--- src/hdl/tsr_pkg.sv ---
// Shared types, field widths and command codes for the text screen renderer.
`timescale 1ns / 1ps

package tsr_pkg;

   // Default screen and glyph store geometry
   localparam int SCREEN_COLUMNS_DEF = 40;
   localparam int SCREEN_ROWS_DEF    = 25;
   localparam int GLYPH_BYTES_DEF    = 2048;

   // Field widths, fixed by the channel format
   localparam int FUNC_W  = 3;
   localparam int COL_W   = 6;
   localparam int ROW_W   = 5;
   localparam int CHAR_W  = 8;
   localparam int COLOR_W = 4;
   localparam int GADDR_W = 11;
   localparam int GBYTE_W = 8;
   localparam int LINE_W  = 3;
   localparam int PIX_W   = 32;
   localparam int GLYPH_LINES = 8;

   localparam logic [CHAR_W-1:0] SPACE_CODE = 8'h20;
   localparam logic [LINE_W-1:0] LAST_LINE  = 3'd7;

   // Command codes
   typedef logic [FUNC_W-1:0] func_type;
   localparam func_type FUNC_LOAD_GLYPH   = 3'd0;
   localparam func_type FUNC_WRITE_CELL   = 3'd1;
   localparam func_type FUNC_SCROLL_UP    = 3'd2;
   localparam func_type FUNC_SCROLL_LEFT  = 3'd3;
   localparam func_type FUNC_SCROLL_DOWN  = 3'd4;
   localparam func_type FUNC_SCROLL_RIGHT = 3'd5;
   localparam func_type FUNC_RENDER       = 3'd6;

   // One glyph line ready for pixel expansion
   typedef struct packed {
      logic [GBYTE_W-1:0] glyph;
      logic [COLOR_W-1:0] fore;
      logic [COLOR_W-1:0] back;
      logic [LINE_W-1:0]  line;
   } line_job_type;

endpackage

--- src/hdl/tsr_channels.sv ---


interface tsr_rsp_if import tsr_pkg::*; ();
   logic               valid;
   logic               ready;
   logic [PIX_W-1:0]   line_pixels;
   logic [LINE_W-1:0]  line_number;
   logic               last_line;

   modport source (output valid, line_pixels, line_number, last_line, input ready);
   modport sink   (input valid, line_pixels, line_number, last_line, output ready);
endinterface

--- src/hdl/tsr_pixel_out.sv ---
// Glyph line to palette-index expansion and the result output register.
`timescale 1ns / 1ps

module tsr_pixel_out import tsr_pkg::*; (
   input  logic          clock,
   input  logic          reset,
   input  logic          load,
   input  line_job_type  job,
   tsr_rsp_if.source     rsp_chan
);

   logic              valid_ff, valid_in;
   logic [PIX_W-1:0]  pix_ff, pix_in;
   logic [LINE_W-1:0] line_ff;
   logic              last_ff;

   // Expand glyph bits, MSB is the leftmost pixel in the top nibble
   always_comb begin
      pix_in = '0;
      for (int i = 0; i < GLYPH_LINES; i++) begin
         pix_in[PIX_W-1-COLOR_W*i -: COLOR_W] = job.glyph[GBYTE_W-1-i] ? job.fore : job.back;
      end
   end

   // Output beat held until taken
   always_comb begin
      valid_in = valid_ff;
      if (load) begin
         valid_in = 1'b1;
      end else if (rsp_chan.ready) begin
         valid_in = 1'b0;
      end
   end

   always_ff @(posedge clock) begin
      if (reset) begin
         valid_ff <= 1'b0;
      end else begin
         valid_ff <= valid_in;
      end
   end

   always_ff @(posedge clock) begin
      if (load) begin
         pix_ff  <= pix_in;
         line_ff <= job.line;
         last_ff <= (job.line == LAST_LINE);
      end
   end

   assign rsp_chan.valid       = valid_ff;
   assign rsp_chan.line_pixels = pix_ff;
   assign rsp_chan.line_number = line_ff;
   assign rsp_chan.last_line   = last_ff;

endmodule

--- src/flat_wrapper.sv ---
// flat-port wrapper written by rule: the top's interface ports become plain ports
module tsr_pixel_out_flat import tsr_pkg::*;
  (clock, reset, load, job, rsp_chan_valid, rsp_chan_line_pixels, rsp_chan_line_number, rsp_chan_last_line, rsp_chan_ready);
  tsr_rsp_if rsp_chan_i ();
  input  logic clock;
  input  logic reset;
  input  logic load;
  input  line_job_type job;
  output wire logic [$bits(rsp_chan_i.valid)-1:0] rsp_chan_valid;
  output wire logic [$bits(rsp_chan_i.line_pixels)-1:0] rsp_chan_line_pixels;
  output wire logic [$bits(rsp_chan_i.line_number)-1:0] rsp_chan_line_number;
  output wire logic [$bits(rsp_chan_i.last_line)-1:0] rsp_chan_last_line;
  input wire logic [$bits(rsp_chan_i.ready)-1:0] rsp_chan_ready;
  assign rsp_chan_valid = rsp_chan_i.valid;
  assign rsp_chan_line_pixels = rsp_chan_i.line_pixels;
  assign rsp_chan_line_number = rsp_chan_i.line_number;
  assign rsp_chan_last_line = rsp_chan_i.last_line;
  assign rsp_chan_i.ready = rsp_chan_ready;
  tsr_pixel_out u_core (.clock(clock), .reset(reset), .load(load), .job(job), .rsp_chan(rsp_chan_i));
endmodule
--- config.mk ---
export PLATFORM = sky130hd
export DESIGN_NAME = tsr_pixel_out_flat
export DESIGN_NICKNAME = d
export VERILOG_FILES = /design/src/hdl/tsr_pkg.sv /design/src/hdl/tsr_channels.sv /design/src/hdl/tsr_pixel_out.sv /design/src/flat_wrapper.sv
export SDC_FILE = /design/constraint.sdc
export NUM_CORES = 1
export LEC_CHECK = 0
export ABC_AREA = 1
export CELL_PAD_IN_SITES_DETAIL_PLACEMENT = 1
export CELL_PAD_IN_SITES_GLOBAL_PLACEMENT = 2
export CORE_MARGIN = 4
export CORE_UTILIZATION = 40
export CTS_CLUSTER_DIAMETER = 150
export DETAILED_ROUTE_END_ITERATION = 7
export DONT_BUFFER_PORTS = 1
export GPL_TIMING_DRIVEN = 1
export PLACE_DENSITY_LB_ADDON = 0.05
export SYNTH_ARGS = -nofsm -noshare
export SYNTH_HDL_FRONTEND = slang
export SYNTH_SLANG_ARGS = --single-unit
--- constraint.sdc ---
create_clock -name clock -period 1.28 [get_ports clock]
set_input_delay 0.256 -clock clock [delete_from_list [all_inputs] [get_ports clock]]
set_output_delay 0.256 -clock clock [all_outputs]
set_load 0.005 [all_outputs]
Yosys cells after proc, flatten, opt, wreduce, memory -nomap -nowiden
Index checks and enable logic that the tools add are counted.
Cells by class
  add/subtract/negate cells: 0
  multipliers: 0
  divide/modulo/power cells: 0
  order comparisons: 0
  eq/ne operators: 1
  shift operators: 0
  mux-type cells: 10
  bitwise operators: 0
  reduce and logical (&&, ||, !) cells: 1
Operators by type and width (number)
  2-to-1 mux 4 bit: 8
  == test 3 bit (second input constant): 1
  2-to-1 mux 1 bit: 2
  nonzero test 2 bit: 1
Storage, ports and cells
  flip-flop bits (word level): 37
  bits in latches: 0
  memory bits (writable): 0
  ROM bits: 0
  input bits: 23
  word-level logic and storage cells: 16
  memories: 0

Depth between registers and ports, before layout
  depth in word-level cells: 2
  depth in mapped cells: 3
  depth with buffers taken out: 3

Least setup slack after synthesis
No wires, ideal clock.
  path kind: input -> register
  from: in job[9] (netlist name)
  to: reg u_core.pix_ff[10] (netlist: u_core.rsp_chan.line_pixels[10]), data pin
  setup time: 0.260 ns
  arrival: 0.491 ns
  path slack: 0.529 ns
  stages on the path: 3
  buffers on the path: 1
  path through: buf_4 -> nand2_1 -> o21ai_0
On the way
  longest elaborated chain between the ends: 1
Ends and longest elaborated chain
  from (decl): line flat_wrapper.sv:8  | input line_job_type job;
  2-to-1 mux 4 bit: line tsr_pixel_out.sv:21  | pix_in[PIX_W-1-COLOR_W*i -: COLOR_W] = job.glyph[GBYTE_W-1-i] ? job.fore : job.back;
  via u_core.pix_in[10]: line tsr_pixel_out.sv:13  | logic [PIX_W-1:0] pix_ff, pix_in;
  to (signal assigned): line tsr_pixel_out.sv:45  | pix_ff <= pix_in;
  to (decl): line tsr_pixel_out.sv:13
The timed path passes the listed nets, and every way through them passes these cells.
A chain may end at the register's enable or synchronous reset.

Worst setup path after layout
  from: reg u_core.pix_ff[10] (netlist: u_core.rsp_chan.line_pixels[10])
  to: out rsp_chan_line_pixels[10]
RTL lines
  to (decl): line flat_wrapper.sv:10  | output wire logic [$bits(rsp_chan_i.line_pixels)-1:0] rsp_chan_line_pixels;
No word-level cell between the ends.

==> flow_metrics.py <==
metrics = {
    "run": {
        "maxCapViolCount": 0,
    },
    "timing": {
        "skew_ns": 0,
        "relSlewSlack_pct": 83.5,
        "fin_crit_ns": 0.948,
        "setup_tns_ns": 0,
        "final_hold_viol_count": 0,
        "grt_setup_unrepaired": "no",
        "fmax_ghz": 1.05,
        "worst_pin_slew_ns": 0.248,
        "slew_viol_final": 0,
        "setup_viol": 0,
        "finalCritPeriodShare_pct": 74.1,
    },
    "worst_setup_path": {
        "r2r_end": "u_core.rsp_chan.valid",
        "crit_arrival_ns": 0.69,
        "crit_fanout": 1,
        "crit_path_start": "u_core.rsp_chan.line_pixels[10]",
        "start_kind": "flip-flop",
        "crit_path_end_kind": "output port",
        "rr_startpoint": "u_core.rsp_chan.valid",
        "cp_data_required_time_ns": 1.02,
        "path_depth": 0,
        "path_class": "flip-flop to output port",
        "crit_path_end": "rsp_chan_line_pixels[10]",
        "r2r_cells": 2,
        "r2r_setup_slack_ns": 0.69,
    },
    "floorplanning": {
        "die_x_um": 68.4,
        "dieArea_mm2": 0.00468,
        "fp.coreArea_mm2": 0.00344,
        "ios": 60,
        "dieHeight_um": 68.4,
        "initial_core_util_pct": 42.4,
        "rows": 21,
    },
    "logic_synthesis": {
        "yosys_warnings": 0,
        "synth_top_area_share_pct": 74.0,
        "syn-cell-area_mm2": 0.00146,
        "avgSynthCellArea_um2": 12.8,
        "synth_cells": 114,
        "synth_top_cell_by_area": "edfxtp_1",
        "ys_ff_latch": 37,
        "synth_cell_type_count": 9,
        "synthesis.nets": 137,
        "ys_seq_area_share_pct": 75.4,
        "synth.area.top_cells": "edfxtp_1, o21ai_0, nand2_1",
    },
    "pwr": {
        "combPwrFrac_pct": 3.2,
        "power.switching_w": 0.000486,
        "internal_power_w": 0.00186,
        "ir_worst_vdd_uv": 527,
        "power_frac_clock_pct": 32.1,
        "p_sw_share_pct": 20.7,
        "seqPwrFrac_pct": 64.7,
        "p_per_area_mw_per_mm2": 1500,
        "total_leakage_power_nw": 0.556,
    },
    "hold_path": {
        "hold_path_class": "primary input to flip-flop",
        "hold_depth": 1,
    },
    "layout": {
        "fin_area_mm2": 0.00156,
        "fillerInstances": 377,
        "nets": 140,
        "drive_above_1_share_pct": 5.08,
        "multi_input_area_um2": 295,
        "diodes": 0,
        "regArea_mm2": 0.00110,
        "area_growth_pct": 6.68,
    },
    "detailed_routing": {
        "antenna_left": 0,
        "viasPerCell": 5.15,
        "drt_first_pass_iters": 3,
        "wl_per_cell_um": 18.6,
        "drt-total-wl_um": 3050,
        "drc": 0,
        "drt_first_iter_violations": 74,
        "vias": 844,
    },
    "clock_tree": {
        "clk_path_buf_depth": 2,
        "cts.clk_slew.worst_paths_ns": 0.07,
        "cts.sinks": 37,
        "cts_tree": "yes",
        "worstSkewPairLatency_ns": 0.28,
        "cts-resized-gates": 0,
        "cts_buffers": 5,
        "cts_setup_buffers": 0,
        "cts_htree_levels": 2,
        "root_buffer": "clkbuf_8",
        "ctsHoldBuffers": 0,
    },
    "outcome": {
        "status": "completed",
    },
    "global_route": {
        "grt_pass1_vias": 894,
        "grt_pass1_wl_um": 4660,
        "grt-ovfl-total": 0,
        "grtUsageTotal_pct": 14.4,
        "antenna_found_initial": 0,
        "grt_max_degree": 38,
    },
    "placed_design": {
        "dp_hpwl_um": 2120,
        "post_dp_cell_area_mm2": 0.00148,
        "numPortBuffers": 0,
        "globalplace.congestion": 0.679,
    },
}
how the worst min path moves through the flow:
stage / startpoint / end / slack [ns]
after CTS: reset / u_core.rsp_chan.valid / 0.03
after floorplan: reset / u_core.rsp_chan.valid / 0.33
after global placement: reset / u_core.rsp_chan.valid / 0.33
final: reset / u_core.rsp_chan.valid / 0.04
after detailed placement: reset / u_core.rsp_chan.valid / 0.33
after global routing: reset / u_core.rsp_chan.valid / 0.02
layout make-up:
cell class	count	share of cell area (%)
Clock inverter	3	0.803
Sequential cell	37	70.7
Multi-Input combinational cell	67	19.0
Inverter	6	1.45
Clock buffer	5	4.42
Tap cell	46	3.69
cells by family (layout without fill, tap and decap cells):
| logic type | after synthesis | in the layout | synth area share (%) |
|---|---|---|---|
| buf+inv | 10 | 14 | 4.37 |
| simple gates | 34 | 34 | 8.91 |
| compound gates | 33 | 33 | 11.3 |
| flops | 37 | 37 | 75.4 |
per-layer routing:
layer  wire length, um  part of all wire, %  track usage [%]  vias to the layer above
met1              1200                   39             15.1                      394
met3               310                   10             8.87                        5
li1                  -                    -                -                      407
met4                56                  1.8             6.70                        0
met5                 0                    0                0                        -
met2              1480                   49             22.8                       38
state kept, by name, indices dropped and copies added (netlist names):
register                     count
u_core.rsp_chan.last_line        1
u_core.rsp_chan.line_number      3
u_core.rsp_chan.line_pixels     32
u_core.rsp_chan.valid            1
cell usage in the layout, fill, tap and decap left out:
cell type / count
clkbuf_8: 5
clkinv_1: 2
dfxtp_1: 1
edfxtp_1: 36
and3_1: 1
inv_1: 6
o21ai_0: 32
clkinv_2: 1
a21oi_1: 1
nand2_1: 33
power by group through the flow:
stage               combinational (W)  sequential [W]  clock, W
detailed placement          0.0000739         0.00155         0
CTS                         0.0000750         0.00152  0.000777
floorplan                   0.0000779         0.00152         0
finish                      0.0000744         0.00152  0.000752
global placement            0.0000695         0.00155         0
global route                0.0000895         0.00153  0.000843
stage by stage:
step | cells | power (W) | setup WS, ns | utilization, % | hold slack [ns]
3_5_place_dp | 156 | 0.00162 | 0.440 | 42.9 | 0.332
2_1_floorplan | 114 | 0.00160 | 0.529 | - | 0.325
5_1_grt | 164 | 0.00246 | 0.292 | 45.3 | 0.0182
3_3_place_gp | 156 | 0.00162 | 0.466 | 42.9 | 0.327
6_report | 164 | 0.00234 | 0.332 | 45.3 | 0.0352
4_1_cts | 164 | 0.00237 | 0.315 | 45.3 | 0.0269
Yosys cell counts:
cell	number
a21oi_1	1
and3_1	1
buf_4	1
buf_6	3
dfxtp_1	1
edfxtp_1	36
inv_1	6
nand2_1	33
o21ai_0	32
No activity file was read; power rests on OpenSTA's default activity.
